### src/rtl/core/line_scan_auto_exposure_top_assert.svh
// ----------------------------------------------------------------------------
// Assertion macros for the line-scan auto-exposure block
// Implication checks that compile away when SYNTHESIS is defined.
// ----------------------------------------------------------------------------
`ifndef LINE_SCAN_AUTO_EXPOSURE_TOP_ASSERT_SVH
`define LINE_SCAN_AUTO_EXPOSURE_TOP_ASSERT_SVH

`ifndef SYNTHESIS

// Same-cycle implication under an active-low reset.
`define LSAE_ASSERT_IMP(label, clk, rst_n, ante, cons) \
    label: assert property (@(posedge clk) disable iff (!(rst_n)) (ante) |-> (cons)) \
        else $error("line_scan_auto_exposure: check failed");

// Next-cycle implication under an active-low reset.
`define LSAE_ASSERT_NXT(label, clk, rst_n, ante, cons) \
    label: assert property (@(posedge clk) disable iff (!(rst_n)) (ante) |=> (cons)) \
        else $error("line_scan_auto_exposure: check failed");

`else

`define LSAE_ASSERT_IMP(label, clk, rst_n, ante, cons)
`define LSAE_ASSERT_NXT(label, clk, rst_n, ante, cons)

`endif

`endif

### src/rtl/core/lsae_pkg.sv
// ----------------------------------------------------------------------------
// lsae_pkg
// Widths, register codes, reset values and lookup tables of the
// line-scan auto-exposure block.
// ----------------------------------------------------------------------------
package lsae_pkg;

    // Field and state widths.
    localparam int RAW_W  = 12;
    localparam int PIX_W  = 8;
    localparam int SUM_W  = 18;
    localparam int TGT_W  = 11;
    localparam int LIM_W  = 12;
    localparam int OFS_W  = 16;
    localparam int EXPO_W = 18;
    localparam int GAIN_W = 13;
    localparam int LN_W   = 11;
    localparam int Z_W    = 8;
    localparam int P_W    = 3;
    localparam int Y_W    = 13;
    localparam int M_W    = 18;
    localparam int K_W    = 5;
    localparam int CFG_IDX_W  = 2;
    localparam int CFG_DATA_W = 16;

    // Frame length is a power of two, so the mean is a plain shift.
    localparam int PIXELS_LOG2 = 7;
    localparam int ZQ_W = SUM_W - PIXELS_LOG2;

    // Gain arithmetic runs two bits wider than the gain itself.
    localparam int GSUM_W = GAIN_W + 2;

    // log2(e) in Q14, used to turn the natural-log gain into a base-2 one.
    localparam int EXP_SHIFT = 14;
    localparam logic [14:0] LOG2E_Q14 = 15'd23638;
    localparam int YPROD_W = (GAIN_W - 1) + 15;

    // Shifted mantissa width and the shift at which the exposure surely saturates.
    localparam int SHIFT_W = M_W + EXPO_W - 1;
    localparam logic [K_W-1:0] K_SAT = K_W'(EXPO_W);

    // Reset values.
    localparam logic [TGT_W-1:0]  TARGET_LOG_RST      = 11'd1280;
    localparam logic [LIM_W-1:0]  GAIN_LIMIT_RST      = 12'd3072;
    localparam logic [OFS_W-1:0]  EXPOSURE_OFFSET_RST = 16'd4000;
    localparam logic [GAIN_W-1:0] LOG_GAIN_RST        = 13'sd256;

    // Configuration register indexes.
    typedef enum logic [CFG_IDX_W-1:0] {
        REG_TARGET_LOG      = 2'd0,
        REG_GAIN_LIMIT      = 2'd1,
        REG_EXPOSURE_OFFSET = 2'd2
    } t_cfg_reg;

    // Natural log of the mantissa 1 + i/16, Q8.
    function automatic logic [7:0] ln_mant(input logic [4:0] idx);
        logic [7:0] v;
        unique case (idx)
            5'd0:    v = 8'd0;
            5'd1:    v = 8'd16;
            5'd2:    v = 8'd30;
            5'd3:    v = 8'd44;
            5'd4:    v = 8'd57;
            5'd5:    v = 8'd70;
            5'd6:    v = 8'd82;
            5'd7:    v = 8'd93;
            5'd8:    v = 8'd104;
            5'd9:    v = 8'd114;
            5'd10:   v = 8'd124;
            5'd11:   v = 8'd134;
            5'd12:   v = 8'd143;
            5'd13:   v = 8'd152;
            5'd14:   v = 8'd161;
            5'd15:   v = 8'd169;
            5'd16:   v = 8'd177;
            default: v = 8'd0;
        endcase
        return v;
    endfunction

    // Natural log of 2^p, Q8.
    function automatic logic [LN_W-1:0] ln_oct(input logic [P_W-1:0] p);
        logic [LN_W-1:0] v;
        unique case (p)
            3'd0: v = 11'd0;
            3'd1: v = 11'd177;
            3'd2: v = 11'd355;
            3'd3: v = 11'd532;
            3'd4: v = 11'd710;
            3'd5: v = 11'd887;
            3'd6: v = 11'd1065;
            3'd7: v = 11'd1242;
        endcase
        return v;
    endfunction

    // 2^(j/16), Q16.
    function automatic logic [M_W-1:0] exp_mant(input logic [4:0] idx);
        logic [M_W-1:0] v;
        unique case (idx)
            5'd0:    v = 18'd65536;
            5'd1:    v = 18'd68438;
            5'd2:    v = 18'd71468;
            5'd3:    v = 18'd74632;
            5'd4:    v = 18'd77936;
            5'd5:    v = 18'd81386;
            5'd6:    v = 18'd84990;
            5'd7:    v = 18'd88753;
            5'd8:    v = 18'd92682;
            5'd9:    v = 18'd96785;
            5'd10:   v = 18'd101070;
            5'd11:   v = 18'd105545;
            5'd12:   v = 18'd110218;
            5'd13:   v = 18'd115098;
            5'd14:   v = 18'd120194;
            5'd15:   v = 18'd125515;
            5'd16:   v = 18'd131072;
            default: v = 18'd65536;
        endcase
        return v;
    endfunction

endpackage

### src/rtl/core/lsae_ln.sv
// ----------------------------------------------------------------------------
// lsae_ln
// Natural log of an 8-bit mean in Q8: octave from the leading one plus a
// linearly interpolated mantissa table.
// ----------------------------------------------------------------------------
module lsae_ln (
    input  logic [lsae_pkg::Z_W-1:0]  i_z,
    output logic [lsae_pkg::LN_W-1:0] o_ln
);
    import lsae_pkg::*;

    logic [P_W-1:0] lead;
    logic [Z_W-1:0] norm;
    logic [3:0]     seg;
    logic [2:0]     frac;
    logic [7:0]     lo;
    logic [7:0]     hi;
    logic [4:0]     step;
    logic [7:0]     prod;

    // Position of the leading one; a zero input falls to position zero.
    always_comb begin
        lead = '0;
        for (int b = 1; b < Z_W; b++) begin
            if (i_z[b]) begin
                lead = P_W'(b);
            end
        end
    end

    // Normalize to 128..255 and split into table segment and fraction.
    assign norm = i_z << (P_W'(Z_W - 1) - lead);
    assign seg  = norm[6:3];
    assign frac = norm[2:0];

    // Interpolate between neighboring mantissa entries.
    assign lo   = ln_mant({1'b0, seg});
    assign hi   = ln_mant({1'b0, seg} + 5'd1);
    assign step = 5'(hi - lo);
    assign prod = 8'(step * frac);

    assign o_ln = ln_oct(lead) + LN_W'(lo) + LN_W'(prod[7:3]);

endmodule

### src/rtl/core/lsae_exp.sv
// ----------------------------------------------------------------------------
// lsae_exp
// Mantissa of 2^y for a Q8 base-2 exponent: interpolated Q16 table value
// and the integer shift count.
// ----------------------------------------------------------------------------
module lsae_exp (
    input  logic [lsae_pkg::Y_W-1:0] i_y,
    output logic [lsae_pkg::M_W-1:0] o_mant,
    output logic [lsae_pkg::K_W-1:0] o_shift
);
    import lsae_pkg::*;

    logic [3:0]     seg;
    logic [3:0]     frac;
    logic [M_W-1:0] lo;
    logic [M_W-1:0] hi;
    logic [12:0]    step;
    logic [16:0]    prod;

    // Table segment from the upper fraction bits, weight from the lower ones.
    assign seg  = i_y[7:4];
    assign frac = i_y[3:0];

    assign lo   = exp_mant({1'b0, seg});
    assign hi   = exp_mant({1'b0, seg} + 5'd1);
    assign step = 13'(hi - lo);
    assign prod = 17'(step * frac);

    assign o_mant  = lo + M_W'(prod[16:4]);
    assign o_shift = i_y[Y_W-1:8];

endmodule

### src/rtl/core/line_scan_auto_exposure_top.sv
// ----------------------------------------------------------------------------
// line_scan_auto_exposure_top
// Log-domain auto-exposure loop for a line-scan camera: sums pixels over a
// frame, updates a clamped log gain at frame end and emits the exposure.
// ----------------------------------------------------------------------------
//
//  Channel   Handshake            Payload
//  -------   ------------------   --------------------------------------
//  pixel     i_valid / o_ready    i_raw_pixel[11:0], i_frame_end
//  result    o_valid / i_ready    o_exposure_time[17:0], o_gain_now[12:0]
//  config    i_cfg_we             i_cfg_index[1:0], i_cfg_data[15:0]
//
// One pixel is taken per cycle while o_ready is high. A frame-end pixel's result
// passes through a six-stage pipeline (sum, ln, gain, base-2 scale, exp
// mantissa, output); the gain stage updates the log gain itself, so frame
// ends may follow each other back to back.
// Reset is synchronous, active low; it clears the sum, the stage valid flags
// and restores the registers and the log gain.
// A stalled result holds the stages behind it only as far as they are full.
// ----------------------------------------------------------------------------
`include "line_scan_auto_exposure_top_assert.svh"

module line_scan_auto_exposure_top (
    input  logic                            i_clk,
    input  logic                            i_rst_n,
    // Pixel channel
    input  logic                            i_valid,
    output logic                            o_ready,
    input  logic [lsae_pkg::RAW_W-1:0]      i_raw_pixel,
    input  logic                            i_frame_end,
    // Result channel
    output logic                            o_valid,
    input  logic                            i_ready,
    output logic [lsae_pkg::EXPO_W-1:0]     o_exposure_time,
    output logic signed [lsae_pkg::GAIN_W-1:0] o_gain_now,
    // Configuration
    input  logic                            i_cfg_we,
    input  logic [lsae_pkg::CFG_IDX_W-1:0]  i_cfg_index,
    input  logic [lsae_pkg::CFG_DATA_W-1:0] i_cfg_data
);
    import lsae_pkg::*;

    // Configuration registers
    logic [TGT_W-1:0] r_target_log;
    logic [LIM_W-1:0] r_gain_limit;
    logic [OFS_W-1:0] r_exposure_offset;

    // Pipeline registers
    logic [SUM_W-1:0]         r_sum;
    logic                     r_v1, r_v2, r_v3, r_v4, r_v5;
    logic [Z_W-1:0]           r_z1;
    logic [LN_W-1:0]          r_ln2;
    logic                     r_zero2;
    logic signed [GAIN_W-1:0] r_log_gain;
    logic [Y_W-1:0]           r_y4;
    logic                     r_neg4, r_neg5;
    logic signed [GAIN_W-1:0] r_g4, r_g5;
    logic [M_W-1:0]           r_m5;
    logic [K_W-1:0]           r_k5;
    logic                     r_o_valid;
    logic [EXPO_W-1:0]        r_expo;
    logic signed [GAIN_W-1:0] r_gain_out;

    // Stage load enables
    logic ld1, ld2, ld3, ld4, ld5, ld6;
    logic in_xfer;

    // Stage-1 datapath
    logic [PIX_W-1:0] pix;
    logic [SUM_W:0]   sum_add;
    logic [SUM_W-1:0] sum_next;
    logic [ZQ_W-1:0]  zq;
    logic [Z_W-1:0]   z_mean;

    // Stage-2..6 datapath
    logic [LN_W-1:0]           ln_val;
    logic signed [GSUM_W-1:0]  g_sum;
    logic signed [GSUM_W-1:0]  g_lim;
    logic signed [GSUM_W-1:0]  g_clamp;
    logic [YPROD_W-1:0]        y_prod;
    logic [M_W-1:0]            mant;
    logic [K_W-1:0]            shift_k;
    logic [SHIFT_W-1:0]        shifted;
    logic [EXPO_W:0]           scaled;
    logic [EXPO_W+1:0]         expo_sum;
    logic [EXPO_W-1:0]         n_expo;

    // Each stage loads when it is empty or when the next stage loads too.
    assign ld6     = !r_o_valid || i_ready;
    assign ld5     = !r_v5 || ld6;
    assign ld4     = !r_v4 || ld5;
    assign ld3     = !r_v3 || ld4;
    assign ld2     = !r_v2 || ld3;
    assign ld1     = !r_v1 || ld2;
    assign o_ready = ld1;
    assign in_xfer = i_valid && ld1;

    // Configuration writes; unknown indexes are ignored.
    always_ff @(posedge i_clk) begin
        if (!i_rst_n) begin
            r_target_log      <= TARGET_LOG_RST;
            r_gain_limit      <= GAIN_LIMIT_RST;
            r_exposure_offset <= EXPOSURE_OFFSET_RST;
        end else if (i_cfg_we) begin
            unique case (t_cfg_reg'(i_cfg_index))
                REG_TARGET_LOG:      r_target_log      <= i_cfg_data[TGT_W-1:0];
                REG_GAIN_LIMIT:      r_gain_limit      <= i_cfg_data[LIM_W-1:0];
                REG_EXPOSURE_OFFSET: r_exposure_offset <= i_cfg_data[OFS_W-1:0];
                default: ;
            endcase
        end
    end

    // Stage 1: saturating frame sum and the mean of the finished frame.
    assign pix      = i_raw_pixel[RAW_W-1:RAW_W-PIX_W];
    assign sum_add  = {1'b0, r_sum} + (SUM_W + 1)'(pix);
    assign sum_next = sum_add[SUM_W] ? '1 : sum_add[SUM_W-1:0];
    assign zq       = sum_next[SUM_W-1:PIXELS_LOG2];
    assign z_mean   = (zq > ZQ_W'({Z_W{1'b1}})) ? '1 : zq[Z_W-1:0];

    always_ff @(posedge i_clk) begin
        if (!i_rst_n) begin
            r_sum <= '0;
            r_v1  <= 1'b0;
        end else begin
            if (in_xfer) begin
                r_sum <= i_frame_end ? '0 : sum_next;
            end
            if (ld1) begin
                r_v1 <= in_xfer && i_frame_end;
            end
        end
    end

    always_ff @(posedge i_clk) begin
        if (ld1) begin
            r_z1 <= z_mean;
        end
    end

    // Stage 2: natural log of the mean.
    lsae_ln u_ln (
        .i_z  (r_z1),
        .o_ln (ln_val)
    );

    always_ff @(posedge i_clk) begin
        if (!i_rst_n) begin
            r_v2 <= 1'b0;
        end else if (ld2) begin
            r_v2 <= r_v1;
        end
    end

    always_ff @(posedge i_clk) begin
        if (ld2) begin
            r_ln2   <= ln_val;
            r_zero2 <= (r_z1 == '0);
        end
    end

    // Stage 3: gain update and clamp; a zero mean forces the upper limit.
    assign g_sum = GSUM_W'(r_log_gain) + $signed(GSUM_W'(r_target_log))
                 - $signed(GSUM_W'(r_ln2));
    assign g_lim = $signed(GSUM_W'(r_gain_limit));

    always_comb begin
        priority if (r_zero2) begin
            g_clamp = g_lim;
        end else if (g_sum > g_lim) begin
            g_clamp = g_lim;
        end else if (g_sum < -g_lim) begin
            g_clamp = -g_lim;
        end else begin
            g_clamp = g_sum;
        end
    end

    always_ff @(posedge i_clk) begin
        if (!i_rst_n) begin
            r_v3       <= 1'b0;
            r_log_gain <= LOG_GAIN_RST;
        end else if (ld3) begin
            r_v3 <= r_v2;
            if (r_v2) begin
                r_log_gain <= g_clamp[GAIN_W-1:0];
            end
        end
    end

    // Stage 4: convert the gain to a base-2 exponent.
    assign y_prod = YPROD_W'(r_log_gain[GAIN_W-2:0]) * YPROD_W'(LOG2E_Q14);

    always_ff @(posedge i_clk) begin
        if (!i_rst_n) begin
            r_v4 <= 1'b0;
        end else if (ld4) begin
            r_v4 <= r_v3;
        end
    end

    always_ff @(posedge i_clk) begin
        if (ld4) begin
            r_y4   <= y_prod[EXP_SHIFT +: Y_W];
            r_neg4 <= r_log_gain[GAIN_W-1];
            r_g4   <= r_log_gain;
        end
    end

    // Stage 5: interpolated mantissa and shift count.
    lsae_exp u_exp (
        .i_y     (r_y4),
        .o_mant  (mant),
        .o_shift (shift_k)
    );

    always_ff @(posedge i_clk) begin
        if (!i_rst_n) begin
            r_v5 <= 1'b0;
        end else if (ld5) begin
            r_v5 <= r_v4;
        end
    end

    always_ff @(posedge i_clk) begin
        if (ld5) begin
            r_m5   <= mant;
            r_k5   <= shift_k;
            r_neg5 <= r_neg4;
            r_g5   <= r_g4;
        end
    end

    // Stage 6: scale, add the offset and saturate into the result register.
    assign shifted  = SHIFT_W'(r_m5) << r_k5;
    assign scaled   = shifted[SHIFT_W-1:16];
    assign expo_sum = (EXPO_W + 2)'(r_exposure_offset) + (EXPO_W + 2)'(scaled);

    always_comb begin
        priority if (r_neg5) begin
            n_expo = EXPO_W'(r_exposure_offset);
        end else if (r_k5 >= K_SAT) begin
            n_expo = '1;
        end else if (expo_sum[EXPO_W+1:EXPO_W] != 2'b00) begin
            n_expo = '1;
        end else begin
            n_expo = expo_sum[EXPO_W-1:0];
        end
    end

    always_ff @(posedge i_clk) begin
        if (!i_rst_n) begin
            r_o_valid <= 1'b0;
        end else if (ld6) begin
            r_o_valid <= r_v5;
        end
    end

    always_ff @(posedge i_clk) begin
        if (ld6) begin
            r_expo     <= n_expo;
            r_gain_out <= r_g5;
        end
    end

    assign o_valid         = r_o_valid;
    assign o_exposure_time = r_expo;
    assign o_gain_now      = r_gain_out;

    // Checks on the pipeline and the gain loop.
    `LSAE_ASSERT_NXT(a_sum_clear, i_clk, i_rst_n, in_xfer && i_frame_end, r_sum == '0)
    `LSAE_ASSERT_NXT(a_gain_in_range, i_clk, i_rst_n, ld3 && r_v2 && !r_zero2,
                     ($signed(GSUM_W'(r_log_gain)) <= g_lim) &&
                     ($signed(GSUM_W'(r_log_gain)) >= -g_lim))
    `LSAE_ASSERT_NXT(a_zero_mean, i_clk, i_rst_n, ld3 && r_v2 && r_zero2,
                     $signed(GSUM_W'(r_log_gain)) == g_lim)
    `LSAE_ASSERT_IMP(a_stall_full, i_clk, i_rst_n, !o_ready,
                     r_v1 && r_v2 && r_v3 && r_v4 && r_v5 && r_o_valid)

endmodule

### config.mk
export PLATFORM = sky130hd
export DESIGN_NAME = line_scan_auto_exposure_top
export DESIGN_NICKNAME = d
export VERILOG_FILES = /design/src/rtl/core/lsae_pkg.sv /design/src/rtl/core/lsae_ln.sv /design/src/rtl/core/lsae_exp.sv /design/src/rtl/core/line_scan_auto_exposure_top.sv
export VERILOG_INCLUDE_DIRS = /design/src /design/src/rtl/core
export SDC_FILE = /design/constraint.sdc
export NUM_CORES = 1
export LEC_CHECK = 0
export ABC_AREA = 1
export BUFFER_PORTS_ARGS = -buffer_cell sky130_fd_sc_hd__buf_2
export CAP_MARGIN = 20
export CORE_UTILIZATION = 37
export CTS_CLUSTER_DIAMETER = 80
export DETAILED_ROUTE_END_ITERATION = 10
export HOLD_SLACK_MARGIN = 0.03
export SYNTH_ARGS = -nofsm -noshare
export SYNTH_HDL_FRONTEND = slang
export SYNTH_SLANG_ARGS = --single-unit
### constraint.sdc
create_clock -name i_clk -period 8.2 [get_ports i_clk]
set_input_delay 0 -clock i_clk [delete_from_list [all_inputs] [get_ports i_clk]]
set_output_delay 0 -clock i_clk [all_outputs]
set_load 0.02 [all_outputs]
==> metrics.md, run 1 <==
| Metric | Value |
|---|---|
| Status | complete, no violations |
| Critical R2R Launch | r_z1[5]$_SDFFCE_PN1N_ |
| Storage element area | roughly 5200 um2 |
| Buf/Inv on CP | 5 |
| Unrepaired setup endpoints after global routing | no |
| Die H | between 200 and 250 um |
| Cell Area, Synth | about 19000 um2 |
| # DRC | 0 |
| Synth top area share | between 10% and 20% |
| Max FO, Critical Path | 10 |
| Slowest stage cell, crit path | fa_1 |
| Sequential fraction of the synthesis area | 27.0% |
| YS warnings | 0 |
| Setup Viol. Count Final | 0 |
| Clk pin slew, worst setup/hold paths | around 60 ps |
| Synthesized net count | between 2000 and 3000 |
| Post-synth ARST share | 0% |
| Vias in the first global route | 16100 |
| Most frequent cells in the layout | nand2_1, inv_1, ha_1 |
| Dominant synthesized flop cell | edfxtp_1 |
| Number of H-tree levels | 1 |
| WL final | between 40000 and 50000 um |
| FILL cells | about 5200 |
| Mapped Avg Cell Area | between 7 and 8 um2 |
| Total Routing Usage GR | a little under a fifth |
| Die ar. | approximately 53000 um2 |
| Synth unique cells | 60 |
| CP peak stage delay | about 510 ps |
| Met2 GRT Util | between 30% and 40% |
| Minimum clock period | ~7500 ps |
| Post-synth EDFFs | about 110 |
| Family with the most delay on the worst path | adder cells |
| GRT Max-Usage Layer | met2 |
| Maxcap violations | 0 |
| # port buffers | 64 |
| GR Util met1 | 23.3% |
| Rel. slew slack | 40.2% |
| Ranking of synthesized cells by area | edfxtp_1, ha_1, nand2_1 |
| DRT antenna net count | 0 |
| Core area | around 52000 um2 |
| DRT iter0 DRCs | 900 |
| Worst setup path start | r_z1[5]$_SDFFCE_PN1N_ |
| Req. time, crit path | 8490 ps |
| Post-Synthesis Cells | between 2000 and 2500 |
| Slew of the pin with the lowest slew margin | around 890 ps |
| Sink Count | 205 |
| First-pass GRT wire length | roughly 80000 um |
| N_diodes | 0 |
| Pre-Repair DR Iteration Count | 7 |
| P&R area growth vs syn | 11.0% |
| HPWL after DPL | 37600 um |
| Longest Clk Path Bufs | 3 |
| CTS tree | done |
| Global route overflow | 0 |
| HP Start | i_raw_pixel[6] |
| Setup Skew | 36.2 ps |
| Seq cells post-synth | just over 200 |
| Nets | 2946 |
| Wire length per cell | 14.5 um |
| Root Driver | clkbuf_16 |
| # IOs | just under 70 |
| Met3 usage | 2.50% |
| Die width | around 230 um |
| Setup CP Type | reg -> reg |
| Cell taking the most area after synthesis | edfxtp_1 |
| Crit end category | register |
| Vias | 16400 |
| Final hold vios | 0 |
| Final max-slew violation count | 0 |
| Setup TNS | 0 ps |
| Hold crit path type | in -> reg |
| Type of origin of the critical path | register |
| Multi-input gate area | 12500 um2 |
| CTS buffer count | 25 |
| Largest net degree at the start of global routing | 43 |
| Initial Utilization | a little under two fifths |
| Vias/cell | about 5 |
| Share of cells above drive strength 1 | ~7.4% |
| Worst-Skew Late Latency | between 500 and 600 ps |
| Site row count | a little over 80 |
| Commonest non-fill, non-tap cell in the layout | nand2_1 |
| Initial antenna violation count | 0 |
| Period utilization | slightly above 90% |
| Peak Freq | between 100 and 150 MHz |
| Gp weighted congestion | just over 0.9 |
| Worst endpoint data arrival time | 7770 ps |
worst min-delay path, stage by stage:
cell and delay [ps]:
buf_2 80, ha_1 190, xnor2_1 70, o21ai_0 150
a21oi_1 60
cell usage after synthesis, types with 3 or more instances:
cell and count:
a21boi_0 3, nor2_2 17, nand3_2 5, nand4_1 23
ha_1 238, xnor2_1 30, a311oi_1 3, clkbuf_1 23
nor2_4 13, nand2_2 13, or2_2 11, dfxtp_1 92
nand3_1 127, nor3_1 24, fa_1 97, o21a_1 8
xor2_1 66, buf_2 12, o21ai_2 5, inv_1 378
o31ai_1 7, nand3b_1 5, a22oi_1 5, o21bai_1 5
edfxtp_1 113, nor2_1 192, o211ai_1 14, a21o_1 12
or2_1 7, o21ai_0 140, inv_2 9, clkinv_1 3
a31oi_1 6, buf_4 4, a21oi_1 212, o21ai_1 14
nand2_1 523
sequential cells by signal (all words and copies together) (netlist names), 5 cells and up:
name	count
u_exp.lo	16
r_y4	13
r_exposure_offset	16
r_ln2	11
r_g5	12
r_gain_limit	12
o_gain_now	13
r_target_log	11
r_k5	5
r_sum	18
o_exposure_time	18
r_z1	8
r_g4	12
r_log_gain	13
r_m5	18
logic make-up (layout without fill, tap and decap cells):
kind of cell / Yosys count / in the layout / synth area share, %
adders and majority gates: 335 / 335 / 25.4
buffers and inverters: 433 / 539 / 8.70
DFF: 205 / 205 / 27.0
xor gates and xnor gates: 96 / 96 / 4.34
AOI/OAI and AO/OA: 451 / 451 / 13.0
and+or+nand+nor: 968 / 968 / 21.6
stage by stage:
stage / util, % / cells / hold WS (ps) / cell area (um2) / worst slack, ps
4_1_cts: 41.7 / 3272 / 39.7 / 21500 / 504
5_1_grt: 41.8 / 3274 / 90.4 / 21500 / 34.1
3_5_place_dp: 39.5 / 3192 / 247 / 20400 / 474
2_1_floorplan: - / 2488 / 113 / 19400 / 1400
6_report: 41.8 / 3274 / 57.6 / 21500 / 718
3_3_place_gp: 39.5 / 3192 / 245 / 20400 / 628
routing by layer:
layer  vias to the layer above  part of all wire [%]
li1                       8346                     -
met1                      7655                    46
met2                       288                    47
met3                        79                   3.9
met4                         0                   3.1
met5                         -                     0
worst paths after layout:
kind	end	slack [ps]	cells past startpoint
setup / recovery	r_ln2[9]$_DFFE_PP_	720	38
hold / removal	r_sum[2]$_SDFFE_PN0P_	60	5
setup reg to reg	r_ln2[9]$_DFFE_PP_	720	38
hold reg to reg	r_g5[9]$_DFFE_PP_	400	0
area by class of cell:
class	count	share of cell area (%)
well taps	680	3.95
clock buffers	34	3.11
multi-input cells	1850	58.0
inverters	390	6.82
flip-flops and latches	205	24.3
repair buffers	103	3.24
clock inverters	12	0.512
timing repair:
action / CTS / global route
setup endpoints to repair: 0 / 6
hold buffers: 34 / 0
setup buffers: 0 / 1
resized for setup: 0 / 5
hold endpoints to repair: 57 / 0
Power of run 1 is left out: the tool's default activity adds up to more than one toggle a clock period on the data nets, which glitch-free logic cannot reach.
==> run 2: changes to the inputs <==
Settings changed: PLACE_DENSITY_LB_ADDON set to 0.1.
Clock period 8.2 ns to 6.5 ns, I/O delays scaled along.
==> run 2 against run 1 <==
Against the previous run:
- cell count rose by 5.1%
- register-to-register slack lost 620 ps
- maximum frequency increased by 17%
- highest routed layer unchanged
- worst hold slack better by 41 ps
==> metrics.md, run 2 (same netlist as run 1, synthesis figures left out) <==
| Metric | Value |
|---|---|
| Root Driver | clkbuf_16 |
| Initial Utilization | roughly 38% |
| Setup Viol. Count Final | 0 |
| Maxcap violations | 0 |
| Setup Skew | between 20 and 30 ps |
| CTS tree | done |
| Final hold vios | 0 |
| Pre-Repair DR Iteration Count | 5 |
| DP Area | about 21000 um2 |
| Unrepaired setup endpoints after global routing | yes |
| Period utilization | 98.6% |
| Max FO, Critical Path | 4 |
| # DRC | 0 |
| Largest net degree at the start of global routing | 43 |
| Vias in the first global route | 16700 |
| WL final | ~53000 um |
| Slew of the pin with the lowest slew margin | 940 ps |
| Core area | 51500 um2 |
| Worst-Skew Late Latency | 570 ps |
| Dpl cells | roughly 3300 |
| Die H | roughly 230 um |
| Site row count | just over 80 |
| Die ar. | approximately 53000 um2 |
| Worst endpoint data arrival time | around 6700 ps |
| Status | complete, no violations |
| # IOs | 69 |
| Global route overflow | 0 |
| Initial antenna violation count | 0 |
| Cell area after layout | 23900 um2 |
| Total Routing Usage GR | between 10% and 20% |
| Crit end category | register |
| HPWL after DPL | 41400 um |
| Sink Count | 205 |
| Final Util | 46.4% |
| P&R area growth vs syn | 23.2% |
| Setup CP Type | reg -> reg |
| # port buffers | 64 |
| DRT antenna net count | 0 |
| Share of cells above drive strength 1 | about a fifth |
| Gp weighted congestion | 0.880 |
| Hold crit path type | in -> reg |
| N_diodes | 0 |
| Longest Clk Path Bufs | 3 |
| Vias | approximately 17000 |
| Wire length per cell | 15.5 um |
| Final max-slew violation count | 0 |
| Req. time, crit path | 6820 ps |
| CP peak stage delay | approximately 540 ps |
| FILL cells | 5192 |
| DRT iter0 DRCs | between 900 and 1000 |
| Nets | 3110 |
| Most frequent cells in the layout | nand2_1, inv_1, ha_1 |
| Number of H-tree levels | 1 |
| Vias/cell | between 4 and 5 |
| Rel. slew slack | between 30 and 40% |
| First-pass GRT wire length | around 86000 um |
| Die width | 231 um |
| Min Hold Slack | slightly below 100 ps |
| CTS buffer count | 28 |
| Minimum clock period | about 6400 ps |
| Type of origin of the critical path | register |
| Non-Filler Instances | between 3000 and 4000 |
| Peak Freq | 156 MHz |
| Slowest stage cell, crit path | fa_1 |
| Clk pin slew, worst setup/hold paths | around 60 ps |
| Commonest non-fill, non-tap cell in the layout | nand2_1 |
run 2: changes by cell type in the layout (fill, tap and decap cells not counted), sizes merged:
cell and delta:
buf +158, bufinv +3, dlygate4sd3 +3, clkinv +2, inv +1
run 2: worst max-delay path, delay by kind of cell, from the launching register on:
kind	cells	cell delay, ps
compound gates	12	1700
xor+xnor	3	300
fa+ha+maj	6	2250
buf+inv	8	620
flops	1	440
simple gates	8	840
run 2: final timing paths:
kind	startpoint	endpoint	slack, ps	cells after the start
worst min register to register	r_g4[2]$_DFFE_PN_	r_g5[2]$_DFFE_PP_	420	0
worst max-delay path	r_y4[5]$_DFFE_PN_	r_m5[14]$_DFFE_PP_	90	37
worst max register to register	r_y4[5]$_DFFE_PN_	r_m5[14]$_DFFE_PP_	90	37
worst min-delay path	i_raw_pixel[10]	r_sum[6]$_SDFFE_PN0P_	100	5
run 2: metrics by stage:
step,worst slack (ps),setup TNS (ps)
floorplan,6.62,0
global placement,-53.8,-119
detailed placement,-195,-1120
CTS,5.05,0
global route,-301,-2630
finish,94.1,0
run 2: routing by layer:
metal	GRT usage, %	vias up	wire length, um
met5	0	-	0
met1	27.2	8069	25500
li1	-	8680	-
met4	4.55	0	1130
met3	1.87	62	1360
met2	33.6	221	25200
run 2: timing repair:
action / in CTS / in global routing
hold buffers: 37 / 0
pin swaps: 35 / 122
buffers inserted: 11 / 24
gates cloned: 0 / 1
hold endpoints to repair: 70 / 0
gates resized for setup: 45 / 168
endpoints found under the setup margin: 11 / 17
run 2: cell type report:
cell class | count | area (um2) | area share, %
Multi-Input combinational cell | 1850 | 13400 | 56.0
Sequential cell | 205 | 5240 | 21.9
Timing Repair Buffer | 264 | 1960 | 8.19
Inverter | 390 | 1480 | 6.18
Tap cell | 680 | 851 | 3.56
Clock buffer | 34 | 753 | 3.15
Clock inverter | 18 | 248 | 1.04
Power of run 2 is left out for the same reason.
